--- src/hw/rtl/mbcd_pkg.sv ---
// Shared types and constants for the multiplexed BCD display decoder.
`default_nettype none

package mbcd_pkg;

    localparam logic [2:0] SRC_STATUS    = 3'd0;
    localparam logic [2:0] SRC_DIGIT_MAX = 3'd4;

    localparam logic [3:0] DIGIT_MAX  = 4'd9;
    localparam logic [1:0] POINT_NONE = 2'd3;

    localparam int FLAG_HV  = 0;
    localparam int FLAG_REL = 1;
    localparam int FLAG_NEG = 2;
    localparam int FLAG_POS = 3;
    localparam int FLAG_DB  = 4;
    localparam int FLAG_ONE = 5;

    typedef struct packed {
        logic [2:0] strobe_source;
        logic [3:0] digit_strobes;
        logic [3:0] code_lines;
        logic       dp_line;
        logic       hv_line;
    } mbcd_in_t;

    typedef struct packed {
        logic signed [15:0] reading_count;
        logic [1:0]         decimal_pos;
        logic [5:0]         status_flags;
        logic signed [15:0] relative_count;
        logic [1:0]         relative_decimal;
        logic               bcd_error;
    } mbcd_out_t;

endpackage

`default_nettype wire

--- src/hw/rtl/mbcd_in_if.sv ---
// Request channel carrying one strobe event into the decoder.
`default_nettype none

interface mbcd_in_if;
    logic              valid;
    logic              ready;
    mbcd_pkg::mbcd_in_t data;

    modport source (output valid, output data, input ready);
    modport sink (input valid, input data, output ready);
endinterface

`default_nettype wire

--- src/hw/rtl/mbcd_out_if.sv ---
// Result channel carrying one decoded reading out of the decoder.
`default_nettype none

interface mbcd_out_if;
    logic               valid;
    logic               ready;
    mbcd_pkg::mbcd_out_t data;

    modport source (output valid, output data, input ready);
    modport sink (input valid, input data, output ready);
endinterface

`default_nettype wire

--- src/hw/rtl/multiplexed_bcd_display_decoder.sv ---
// Top level of the multiplexed 4.5-digit BCD display decoder.
// A thousands-digit strobe request passes the stage register, then the result register.
// Throughput: one request per cycle unless stalled; the result register frees the input side while it waits.
// Only a held result that is not taken stalls a later request that also makes a result.
// Reset clears all digits, flags and counts, sets all decimal positions to none (3),
// and holds ready low until the run register is set after reset is released.
`default_nettype none

module multiplexed_bcd_display_decoder (
    input  wire       clk,
    input  wire       rst_n,
    mbcd_in_if.sink   in_ch,
    mbcd_out_if.source out_ch
);

    logic                run_reg;
    logic                s_valid_reg;
    mbcd_pkg::mbcd_in_t  s_data_reg;
    logic                out_valid_reg;
    mbcd_pkg::mbcd_out_t out_data_reg;

    logic [3:0]          digit_reg [4];
    logic [3:0]          digit_next [4];
    logic [1:0]          point_pos_reg;
    logic [1:0]          point_pos_next;
    logic [5:0]          flags_reg;
    logic [5:0]          flags_next;
    logic signed [15:0]  value_count_reg;
    logic signed [15:0]  value_count_next;
    logic [1:0]          value_point_reg;
    logic [1:0]          value_point_next;
    logic signed [15:0]  rel_count_reg;
    logic signed [15:0]  rel_count_next;
    logic [1:0]          rel_point_reg;
    logic [1:0]          rel_point_next;

    logic                is_digit;
    logic                pos_hit;
    logic [1:0]          pos;
    logic                makes_result;
    logic                stage_fire;
    logic                digits_ok;
    logic [14:0]         magnitude;
    logic                negate;
    logic                bcd_error;

    always_comb
    begin
        pos_hit = 1'b1;
        pos     = 2'd0;
        priority if (s_data_reg.digit_strobes[3])
        begin
            pos = 2'd0;
        end
        else if (s_data_reg.digit_strobes[2])
        begin
            pos = 2'd1;
        end
        else if (s_data_reg.digit_strobes[1])
        begin
            pos = 2'd2;
        end
        else if (s_data_reg.digit_strobes[0])
        begin
            pos = 2'd3;
        end
        else
        begin
            pos_hit = 1'b0;
        end
    end

    assign is_digit = (s_data_reg.strobe_source != mbcd_pkg::SRC_STATUS)
                   && (s_data_reg.strobe_source <= mbcd_pkg::SRC_DIGIT_MAX)
                   && pos_hit;
    assign makes_result = is_digit && (pos == mbcd_pkg::POINT_NONE);
    assign stage_fire = s_valid_reg && (!makes_result || !out_valid_reg || out_ch.ready);
    assign in_ch.ready = run_reg && (!s_valid_reg || stage_fire);

    always_comb
    begin
        for (int i = 0; i < 4; i++)
        begin
            digit_next[i] = digit_reg[i];
        end
        if (is_digit)
        begin
            digit_next[pos] = s_data_reg.code_lines;
        end
    end

    assign digits_ok = (digit_next[0] <= mbcd_pkg::DIGIT_MAX)
                    && (digit_next[1] <= mbcd_pkg::DIGIT_MAX)
                    && (digit_next[2] <= mbcd_pkg::DIGIT_MAX)
                    && (digit_next[3] <= mbcd_pkg::DIGIT_MAX);

    assign magnitude = 15'(flags_reg[mbcd_pkg::FLAG_ONE]) * 15'd10000
                     + 15'(digit_next[3]) * 15'd1000
                     + 15'(digit_next[2]) * 15'd100
                     + 15'(digit_next[1]) * 15'd10
                     + 15'(digit_next[0]);
    assign negate = flags_reg[mbcd_pkg::FLAG_NEG] && !flags_reg[mbcd_pkg::FLAG_POS];
    assign bcd_error = !digits_ok;

    always_comb
    begin
        point_pos_next   = point_pos_reg;
        flags_next       = flags_reg;
        value_count_next = value_count_reg;
        value_point_next = value_point_reg;
        rel_count_next   = rel_count_reg;
        rel_point_next   = rel_point_reg;
        if (s_data_reg.strobe_source == mbcd_pkg::SRC_STATUS)
        begin
            flags_next[mbcd_pkg::FLAG_HV]  = s_data_reg.hv_line;
            flags_next[mbcd_pkg::FLAG_REL] = s_data_reg.dp_line;
            flags_next[mbcd_pkg::FLAG_NEG] = s_data_reg.code_lines[3];
            flags_next[mbcd_pkg::FLAG_POS] = s_data_reg.code_lines[2];
            flags_next[mbcd_pkg::FLAG_DB]  = s_data_reg.code_lines[1];
            flags_next[mbcd_pkg::FLAG_ONE] = s_data_reg.code_lines[0];
            if (s_data_reg.dp_line)
            begin
                if (!flags_reg[mbcd_pkg::FLAG_REL])
                begin
                    rel_count_next = value_count_reg;
                    rel_point_next = value_point_reg;
                end
            end
            else
            begin
                rel_count_next = '0;
                rel_point_next = mbcd_pkg::POINT_NONE;
            end
        end
        else if (is_digit)
        begin
            if (s_data_reg.dp_line)
            begin
                point_pos_next = pos;
            end
            if (makes_result && digits_ok)
            begin
                value_count_next = negate ? -$signed({1'b0, magnitude})
                                          : $signed({1'b0, magnitude});
                value_point_next = point_pos_next;
            end
        end
    end

    always_ff @(posedge clk or negedge rst_n)
    begin
        if (!rst_n)
        begin
            run_reg         <= 1'b0;
            s_valid_reg     <= 1'b0;
            out_valid_reg   <= 1'b0;
            for (int i = 0; i < 4; i++)
            begin
                digit_reg[i] <= '0;
            end
            point_pos_reg   <= mbcd_pkg::POINT_NONE;
            flags_reg       <= '0;
            value_count_reg <= '0;
            value_point_reg <= mbcd_pkg::POINT_NONE;
            rel_count_reg   <= '0;
            rel_point_reg   <= mbcd_pkg::POINT_NONE;
        end
        else
        begin
            run_reg <= 1'b1;
            if (in_ch.valid && in_ch.ready)
            begin
                s_valid_reg <= 1'b1;
            end
            else if (stage_fire)
            begin
                s_valid_reg <= 1'b0;
            end
            if (stage_fire && makes_result)
            begin
                out_valid_reg <= 1'b1;
            end
            else if (out_ch.ready)
            begin
                out_valid_reg <= 1'b0;
            end
            if (stage_fire)
            begin
                for (int i = 0; i < 4; i++)
                begin
                    digit_reg[i] <= digit_next[i];
                end
                point_pos_reg   <= point_pos_next;
                flags_reg       <= flags_next;
                value_count_reg <= value_count_next;
                value_point_reg <= value_point_next;
                rel_count_reg   <= rel_count_next;
                rel_point_reg   <= rel_point_next;
            end
        end
    end

    always_ff @(posedge clk)
    begin
        if (in_ch.valid && in_ch.ready)
        begin
            s_data_reg <= in_ch.data;
        end
        if (stage_fire && makes_result)
        begin
            out_data_reg.reading_count    <= value_count_next;
            out_data_reg.decimal_pos      <= value_point_next;
            out_data_reg.status_flags     <= flags_reg;
            out_data_reg.relative_count   <= rel_count_reg;
            out_data_reg.relative_decimal <= rel_point_reg;
            out_data_reg.bcd_error        <= bcd_error;
        end
    end

    assign out_ch.valid = out_valid_reg;
    assign out_ch.data  = out_data_reg;

endmodule

`default_nettype wire

--- src/flat_wrapper.sv ---
// flat-port wrapper written by rule: the top's interface ports become plain ports
module multiplexed_bcd_display_decoder_flat 
  (clk, rst_n, in_ch_valid, in_ch_data, in_ch_ready, out_ch_valid, out_ch_data, out_ch_ready);
  mbcd_in_if in_ch_i ();
  mbcd_out_if out_ch_i ();
  input  wire clk;
  input  wire rst_n;
  input wire logic [$bits(in_ch_i.valid)-1:0] in_ch_valid;
  input wire logic [$bits(in_ch_i.data)-1:0] in_ch_data;
  output wire logic [$bits(in_ch_i.ready)-1:0] in_ch_ready;
  output wire logic [$bits(out_ch_i.valid)-1:0] out_ch_valid;
  output wire logic [$bits(out_ch_i.data)-1:0] out_ch_data;
  input wire logic [$bits(out_ch_i.ready)-1:0] out_ch_ready;
  assign in_ch_i.valid = in_ch_valid;
  assign in_ch_i.data = in_ch_data;
  assign in_ch_ready = in_ch_i.ready;
  assign out_ch_valid = out_ch_i.valid;
  assign out_ch_data = out_ch_i.data;
  assign out_ch_i.ready = out_ch_ready;
  multiplexed_bcd_display_decoder u_core (.clk(clk), .rst_n(rst_n), .in_ch(in_ch_i), .out_ch(out_ch_i));
endmodule
--- config.mk ---
export PLATFORM = sky130hd
export DESIGN_NAME = multiplexed_bcd_display_decoder_flat
export DESIGN_NICKNAME = d
export VERILOG_FILES = /design/src/hw/rtl/mbcd_pkg.sv /design/src/hw/rtl/mbcd_in_if.sv /design/src/hw/rtl/mbcd_out_if.sv /design/src/hw/rtl/multiplexed_bcd_display_decoder.sv /design/src/flat_wrapper.sv
export SDC_FILE = /design/constraint.sdc
export NUM_CORES = 1
export LEC_CHECK = 0
export ABC_AREA = 1
export BUFFER_PORTS_ARGS = -buffer_cell sky130_fd_sc_hd__buf_2
export CAP_MARGIN = 10
export CORE_MARGIN = 2
export CORE_UTILIZATION = 41
export CTS_BUF_LIST = sky130_fd_sc_hd__clkbuf_4
export CTS_CLUSTER_DIAMETER = 50
export DETAILED_ROUTE_END_ITERATION = 10
export RECOVER_POWER = 25
export SLEW_MARGIN = 15
export SYNTH_ARGS = -nofsm -noshare
export SYNTH_HDL_FRONTEND = slang
export SYNTH_SLANG_ARGS = --single-unit
export TNS_END_PERCENT = 20
--- constraint.sdc ---
create_clock -name clk -period 16.05 [get_ports clk]
set_input_delay 2.4075 -clock clk [delete_from_list [all_inputs] [get_ports clk]]
set_output_delay 2.4075 -clock clk [all_outputs]
set_load 0.02 [all_outputs]
==> flow_summary.ini, run 1 <==
[status]
status = finished with violations
violations = max-capacitance violations, max-slew violations

[global_routing]
grt_pass1_vias = 4874
grt_pass1_wl_um = 23700
antenna_found_initial = 0
overflow = 0
grt_max_degree = 64
track_usage_pct = 16.4

[sta]
tightest_slew_ps = 3500
rsz0062_at_grt = false
relSlewSlack_pct = -133
fmax_mhz = 155
skew_ps = 11.8
timing.final.crit_share_pct = 40.3
layout_setup_ws_ps = 9580
slew_viol_final = 64
hold_slack_ps = 459
finalSetupViolations = 0
fin_setup_tns_ps = 0
period_minus_slack_ps = 6470
hold_viol = 0

[worst_setup_path]
critPathSlowestCell = fa_1
cp_max_fo = 9
crit_top_cell = nand2_1
critPathCaptureType = flip-flop
cp_slowest_stage_delay_ps = 600
reg2reg_depth = 30
cp.required_ps = 16340
worstPathArrival_ps = 6760
crit_path_start_kind = flip-flop
worstSetupPathType = reg -> reg

[yosys]
synth.distinct_cells = 40
synth.avg_cell_area_um2 = 9.09
synth_seq_cells = 119
ys_warn_count = 0
ys_seq_area_share_pct = 45.5
synth_cells = 789
syn_nets = 881
synth_area_um2 = 7170

[clock_network]
cts_buffer_depth = 2
cts_setup_buffers = 0
path_clk_slew_ps = 110
clock_latency_ps = 530
root_buffer = clkbuf_4
cts_tree = done
ctsHoldBuffers = 0
post_cts_resized = 0
clock_sinks = 119
htree_levels = 4
cts_buffers = 17

[pwr]
peakVddDrop_v = 0.0000928
cellPowerDensity_nw_per_um2 = 182
p_leak_nw = 4.11

[floorplanning]
die_w_um = 136
io_pins = 62
fp-row-count = 48
fp.coreArea_um2 = 17200
die_area_um2 = 18600
die_y_um = 136
floorplan.initialDensity_pct = 41.7

[detailed_routing]
wl_met2_um = 6390
drt_iter0_drc = 312
drc = 0
vias_per_cell = 4.68
wl_met3_um = 504
dr.pass1.iters = 4
via_count = 5128
wl_met1_um = 7010
top_layer_used = met4
routedWlPerCell_um = 12.8
ant_nets = 0
drt_wl_total_um = 14000

[place]
placed_area_um2 = 7710
place.gp.congestion = 0.841
post-place-ws_ps = 9570
io_buffers = 61
dp_hpwl_um = 10700

[finish]
diodes = 0
post-route-util_pct = 46.5
fill_cells = 1684
largest_register_ffs = 43
final_area_um2 = 7980
drive_above_1_share_pct = 16.6
syn2layout_area_growth_pct = 11.3
layout.nets = 950

[hold_path]
hold_class = reg -> reg
hold-path-cell-count = 0

[flow_run]
maxCapViolCount = 1
layout by cell type, fill, tap and decap left out, drive strengths merged, types with 2 or more instances in the layout:
master	n
a21oi	15
a22o	7
a2bb2oi	2
and2	4
buf	63
bufinv	2
clkbuf	18
clkinv	5
clkinvlp	4
dfrtp	57
dfstp	6
edfxtp	56
fa	21
ha	54
inv	125
nand2	248
nand3	41
nand4	5
nor2	40
nor3	2
o21ai	62
o22ai	3
or2	3
xnor2	7
xor2	14
Yosys cell counts (all sizes together):
library cell    n  area share [%]
nand2         248              14
inv           122             6.4
o21ai          62             5.4
dfrtp          57              20
edfxtp         56              23
ha             54             9.4
nand3          41             3.2
nor2           40             2.7
fa             21             5.9
a21oi          15             1.1
xor2           14             1.7
buf             8            0.82
a22o            7            0.86
xnor2           7            0.86
clkbuf          6            0.31
dfstp           6             2.2
nand4           5            0.44
and2            4            0.35
o22ai           3            0.26
or2             3            0.26
a2bb2oi         2            0.24
nor3            2            0.14
a21o            1            0.10
a31oi           1           0.087
conb            1           0.052
nand3b          1            0.10
nor4            1           0.087
o21bai          1            0.10
worst paths after layout:
path | startpoint | endpoint | slack [ps]
setup / recovery | u_core.s_data_reg[11]$_DFFE_PP_ | u_core.out_ch.data[41]$_DFFE_PP_ | 9580
hold / removal | u_core.rel_count_reg[7]$_DFFE_PN0P_ | u_core.out_ch.data[10]$_DFFE_PP_ | 460
setup reg to reg | u_core.s_data_reg[11]$_DFFE_PP_ | u_core.out_ch.data[41]$_DFFE_PP_ | 9580
hold reg to reg | u_core.rel_count_reg[7]$_DFFE_PN0P_ | u_core.out_ch.data[10]$_DFFE_PP_ | 460
max in group asynchronous | rst_n | u_core.value_count_reg[12]$_DFFE_PN0P_ | 10930
min in group asynchronous | rst_n | u_core.run_reg$_DFF_PN0_ | 3150
per-stage QoR:
stage	total power [W]	std cells
3_5_place_dp	0.00125	1064
3_3_place_gp	0.00125	1064
6_report	0.00146	1095
4_1_cts	0.00147	1095
5_1_grt	0.00162	1095
2_1_floorplan	0.00107	789
power by group:
| part | internal (W) | switching, W |
|---|---|---|
| Clock | 0.0000925 | 0.000118 |
| Sequential | 0.000359 | 0.0000211 |
| Combinational | 0.000308 | 0.000557 |
worst max-delay path, delay by kind of cell, from the launching register on:
kind	cells	cell delay, ps
DFF	1	370
and+or+nand+nor	14	1560
AOI/OAI and AO/OA	4	1040
buffers and inverters	4	240
adders and majority gates	7	2870
xor gates and xnor gates	1	160
kinds of logic after synthesis:
kind of cell / synth area share (%)
AOI/OAI and AO/OA: 8.18
and+or+nand+nor: 20.9
other: 0.0523
DFF: 45.5
xor gates and xnor gates: 2.57
adders and majority gates: 15.3
buffers and inverters: 7.52
per-layer routing:
layer  vias up  global-route usage, %
li1       2667                      -
met1      2365                   23.0
met2        87                   25.8
met3         9                   3.65
met4         0                   4.63
met5         -                      0
area by class of cell:
cell class | count | area [um^2] | area share (%)
sequential | 119 | 3270 | 40.9
multi-input combinational | 534 | 3370 | 42.3
clock buffer | 17 | 128 | 1.60
clock inverter | 14 | 151 | 1.90
tap | 225 | 282 | 3.53
inverter | 122 | 458 | 5.74
timing repair buffer | 64 | 324 | 4.06
No activity file was read; power rests on OpenSTA's default activity.
==> run 2, diff against run 1 <==
- clock period: 16.05 -> 6.4 ns (I/O delays scaled with it)
==> flow_summary.ini, run 2 (synthesized netlist as in run 1, its figures left out) <==
[finish]
largest_register_ffs = 43
final_cell_mix = 238 x nand2_1, 116 x inv_1, 61 x buf_2
post-route-util_pct = 47.4
multiInputGateArea_um2 = 3400
diodes = 0
syn2layout_area_growth_pct = 13.5
seq_area_um2 = 3270
fill_cells = 1674
final_common_cell = nand2_1
layout.nets = 960
drive_above_1_share_pct = 18.0

[worst_setup_path]
cp_slowest_stage_delay_ps = 510
worstSetupPathType = reg -> reg
reg2reg_depth = 30
cp_max_fo = 6
timing.rr.end = u_core.out_ch.data[40]$_DFFE_PP_
cp.required_ps = 6680
crit_top_cell = nand2_1
crit_family = adder cells
cp_num_buf_inv = 4
crit_path_start_kind = flip-flop
critPathCaptureType = flip-flop
worstPathArrival_ps = 6190
critical_path.reg2reg.startpoint = u_core.s_data_reg[11]$_DFFE_PP_
critPathSlowestCell = fa_2
reg2reg_slack_ps = 490

[global_routing]
grt_max_degree = 64
overflow = 0
busiest_layer = met2
antenna_found_initial = 0
gr-usage-met1_pct = 23.2
grtUsageMet3_pct = 3.91
grt_pass1_wl_um = 23200
met2_usage_pct = 24.3
grt_pass1_vias = 4733
track_usage_pct = 16.1

[clock_network]
clock_sinks = 119
cts_buffer_depth = 2
ctsHoldBuffers = 0
clock_latency_ps = 510
path_clk_slew_ps = 100
cts_buffers = 17
cts_tree = done
htree_levels = 4
root_buffer = clkbuf_4

[detailed_routing]
dr.pass1.iters = 4
drc = 0
routedWlPerCell_um = 12.5
drt_iter0_drc = 254
drt_wl_total_um = 13900
vias_per_cell = 4.59
via_count = 5075
ant_nets = 0

[hold_path]
hold_class = reg -> reg
holdPathEnd = u_core.out_ch.data[21]$_DFFE_PP_
worstHoldStart = u_core.flags_reg[2]$_DFFE_PN0P_
hold-path-cell-count = 0

[floorplanning]
die_y_um = 136
die_area_um2 = 18600
die_w_um = 136
io_pins = 62
fp-row-count = 48
floorplan.initialDensity_pct = 41.7
fp.coreArea_um2 = 17200

[sta]
skew_ps = 16.3
tightest_slew_ps = 3410
hold_viol = 0
slew_viol_final = 64
finalSetupViolations = 0
relSlewSlack_pct = -127
fin_setup_tns_ps = 0
period_minus_slack_ps = 5910
fmax_mhz = 169
rsz0062_at_grt = false
timing.final.crit_share_pct = 92.3

[pwr]
p_leak_nw = 4.20
intPower_w = 0.00205
peakVddDrop_v = 0.000227
switching_share_pct = 46.0
cellPowerDensity_nw_per_um2 = 466
seqPwrFrac_pct = 25.1
pwr-share-clk_pct = 16.7
power_frac_comb_pct = 58.3
power.switching_w = 0.00174

[place]
io_buffers = 61
place.gp.congestion = 0.845
dp_hpwl_um = 10500

[status]
violations = max-capacitance violations, max-slew violations
status = finished with violations

[flow_run]
maxCapViolCount = 1
-- run 2: cell count changes in the layout (fill, tap and decap cells not counted), moves of 2 or more --
cell and change:
o21ai_2 +2, buf_4 +10, bufinv_16 +3, clkinvlp_4 -3, clkinv_2 +2, inv_6 -3
clkbuf_4 +3, clkinv_1 +2, clkinv_4 -3
-- run 2: worst max path at each step --
| stage | from | end | depth (start not counted) |
|---|---|---|---|
| 6_report | u_core.s_data_reg[11]$_DFFE_PP_ | u_core.out_ch.data[40]$_DFFE_PP_ | 30 |
| 5_1_grt | u_core.s_data_reg[11]$_DFFE_PP_ | u_core.out_ch.data[41]$_DFFE_PP_ | 29 |
| 4_1_cts | u_core.s_data_reg[11]$_DFFE_PP_ | u_core.out_ch.data[41]$_DFFE_PP_ | 28 |
| 3_5_place_dp | u_core.s_data_reg[11]$_DFFE_PP_ | u_core.out_ch.data[41]$_DFFE_PP_ | 28 |
| 3_3_place_gp | u_core.s_data_reg[11]$_DFFE_PP_ | u_core.out_ch.data[41]$_DFFE_PP_ | 29 |
| 2_1_floorplan | u_core.s_data_reg[11]$_DFFE_PP_ | u_core.out_ch.data[41]$_DFFE_PP_ | 28 |
-- run 2: final cells by class --
type / instances / share of cell area [%]
clock inverters: 12 / 2.26
flip-flops and latches: 119 / 40.1
inverters: 122 / 5.63
repair buffers: 74 / 4.90
clock buffers: 20 / 1.85
multi-input cells: 534 / 41.8
well taps: 225 / 3.46
-- run 2: per-layer routing --
layer / share of wire [%] / vias to the layer above
li1: - / 2681
met1: 51 / 2307
met2: 45 / 83
met3: 3.5 / 4
met4: 0.64 / 0
met5: 0 / -
-- run 2: what timing repair did --
item	in CTS	in global routing
setup endpoints to repair	0	10
buffers inserted	0	7
resized for setup	0	8
-- run 2: power by group through the flow --
stage               Clock [W]  Combinational (W)  Sequential, W
floorplan                   0            0.00173       0.000955
global placement            0            0.00216       0.000966
detailed placement          0            0.00218       0.000968
CTS                  0.000649            0.00220       0.000953
global route         0.000681            0.00258       0.000964
finish               0.000632            0.00221       0.000952
-- run 2: metrics by stage --
step | hold slack, ps | std cells | power, W | cell area, um^2 | worst slack, ps
2_1_floorplan | 425 | 789 | 0.00268 | 7170 | 525
3_3_place_gp | 430 | 1067 | 0.00313 | 7730 | 378
3_5_place_dp | 436 | 1067 | 0.00315 | 7730 | 281
4_1_cts | 455 | 1099 | 0.00380 | 8060 | 244
5_1_grt | 469 | 1106 | 0.00422 | 8140 | 35.7
6_report | 453 | 1106 | 0.00380 | 8140 | 492
==> run 3, diff against run 2 <==
- CTS_BUF_LIST: sky130_fd_sc_hd__clkbuf_4 -> unset
- clock period: 6.4 -> 6.1 ns (I/O delays scaled with it)
==> flow_summary.ini, run 3 (synthesized netlist as in run 1, its figures left out) <==
[status]
status = finished with violations
violations = max-capacitance violations, max-slew violations

[finish]
syn2layout_area_growth_pct = 18.3
fill_cells = 1650
diodes = 0
final_cell_mix = 238 x nand2_1, 116 x inv_1, 60 x buf_2
drive_above_1_share_pct = 18.3
final_area_um2 = 8480
largest_register_ffs = 43
post-route-util_pct = 49.4
layout.nets = 962
final_common_cell = nand2_1

[pwr]
switching_share_pct = 42.6
peakVddDrop_v = 0.000239
intPower_w = 0.00256
p_leak_nw = 4.33
pwr-share-clk_pct = 24.1
seqPwrFrac_pct = 22.4
power.switching_w = 0.00190
cellPowerDensity_nw_per_um2 = 526
power_frac_comb_pct = 53.4

[global_routing]
grt_pass1_vias = 4712
grt_max_degree = 64
track_usage_pct = 16.7
antenna_found_initial = 0
grt_pass1_wl_um = 23800
overflow = 0

[clock_network]
root_buffer = clkbuf_16
cts_buffers = 17
htree_levels = 4
cts_tree = done
clock_sinks = 119
path_clk_slew_ps = 50
cts_buffer_depth = 2
clock_latency_ps = 420

[place]
io_buffers = 61
post-place-ws_ps = 163
dp_hpwl_um = 10700
placed_area_um2 = 7770
place.gp.congestion = 0.801

[worst_setup_path]
reg2reg_depth = 29
critical_path.reg2reg.startpoint = u_core.s_data_reg[11]$_DFFE_PP_
crit_start = u_core.s_data_reg[11]$_DFFE_PP_
crit_top_cell = nand2_1
critPathSlowestCell = fa_1
critPathCaptureType = flip-flop
worstPathArrival_ps = 5890
crit_path_start_kind = flip-flop
cp_slowest_stage_delay_ps = 550
worstSetupPathType = reg -> reg
cp_max_fo = 6
cp.required_ps = 6270

[floorplanning]
floorplan.initialDensity_pct = 41.7
die_w_um = 136
io_pins = 62
die_area_um2 = 18600
die_y_um = 136
fp.coreArea_um2 = 17200
fp-row-count = 48

[detailed_routing]
drt_wl_total_um = 14400
ant_nets = 0
routedWlPerCell_um = 13.0
wl_met3_um = 552
vias_per_cell = 4.68
drt_iter0_drc = 284
wl_met2_um = 6530
dr.pass1.iters = 4
wl_met1_um = 7210
via_count = 5182
top_layer_used = met4
drc = 0

[sta]
fmax_mhz = 175
layout_setup_ws_ps = 382
slew_viol_final = 64
period_minus_slack_ps = 5720
hold_viol = 0
timing.final.crit_share_pct = 93.7
relSlewSlack_pct = -134
finalSetupViolations = 0
tightest_slew_ps = 3500
hold_slack_ps = 450
skew_ps = 9.00

[hold_path]
hold-path-cell-count = 0
worstHoldStart = u_core.rel_count_reg[12]$_DFFE_PN0P_
hold_class = reg -> reg

[flow_run]
maxCapViolCount = 1
[run 3: cell types whose count changed in the layout (fill, tap and decap cells not counted), moves of 3 or more]
| cell | change |
|---|---|
| ha_1 | -3 |
| clkbuf_1 | +5 |
| clkbuf_4 | -20 |
| clkbuf_16 | +18 |
[run 3: power groups by stage]
stage | clock network [W] | registers (W) | logic, W
6_report | 0.00108 | 0.00100 | 0.00239
3_5_place_dp | 0 | 0.00102 | 0.00229
2_1_floorplan | 0 | 0.00100 | 0.00181
5_1_grt | 0.00113 | 0.00101 | 0.00276
3_3_place_gp | 0 | 0.00101 | 0.00227
4_1_cts | 0.00110 | 0.00100 | 0.00231
[run 3: final timing paths]
kind	end	slack [ps]
min in group asynchronous	u_core.run_reg$_DFF_PN0_	1780
max in group asynchronous	u_core.rel_count_reg[5]$_DFFE_PN0P_	2310
hold / removal	u_core.out_ch.data[15]$_DFFE_PP_	450
setup / recovery	u_core.out_ch.data[41]$_DFFE_PP_	380
hold reg to reg	u_core.out_ch.data[15]$_DFFE_PP_	450
setup reg to reg	u_core.out_ch.data[41]$_DFFE_PP_	380
[run 3: repair_timing]
| item | CTS | global route |
|---|---|---|
| hold buffers | 0 | 0 |
| buffers inserted | 0 | 3 |
| setup endpoints to repair | 0 | 12 |
| resized for setup | 0 | 12 |
[run 3: cell type report]
| cell class | instances | area [um^2] | area share [%] |
|---|---|---|---|
| Clock buffer | 24 | 493 | 5.81 |
| Clock inverter | 8 | 144 | 1.70 |
| Inverter | 122 | 458 | 5.40 |
| Multi-Input combinational cell | 534 | 3430 | 40.4 |
| Sequential cell | 119 | 3270 | 38.5 |
| Tap cell | 225 | 282 | 3.32 |
| Timing Repair Buffer | 76 | 413 | 4.87 |
[run 3: routing by layer]
layer	vias to the layer above	track usage, %
met1	2388	24.1
met3	15	4.18
met2	91	24.9
met4	0	4.51
met5	-	0
li1	2688	-
[run 3: critical path, delay by kind of cell, from the launching register on]
kind	cells	cell delay [ps]
compound gates	4	640
xor+xnor	1	170
fa+ha+maj	7	2670
buf+inv	3	190
flops	1	350
simple gates	14	1470
[run 3: metrics by stage]
stage / power [W] / cells / TNS (ps)
floorplan: 0.00282 / 789 / 0
global placement: 0.00329 / 1073 / 0
detailed placement: 0.00331 / 1073 / 0
CTS: 0.00441 / 1105 / 0
global route: 0.00491 / 1108 / -7.17
finish: 0.00447 / 1108 / 0
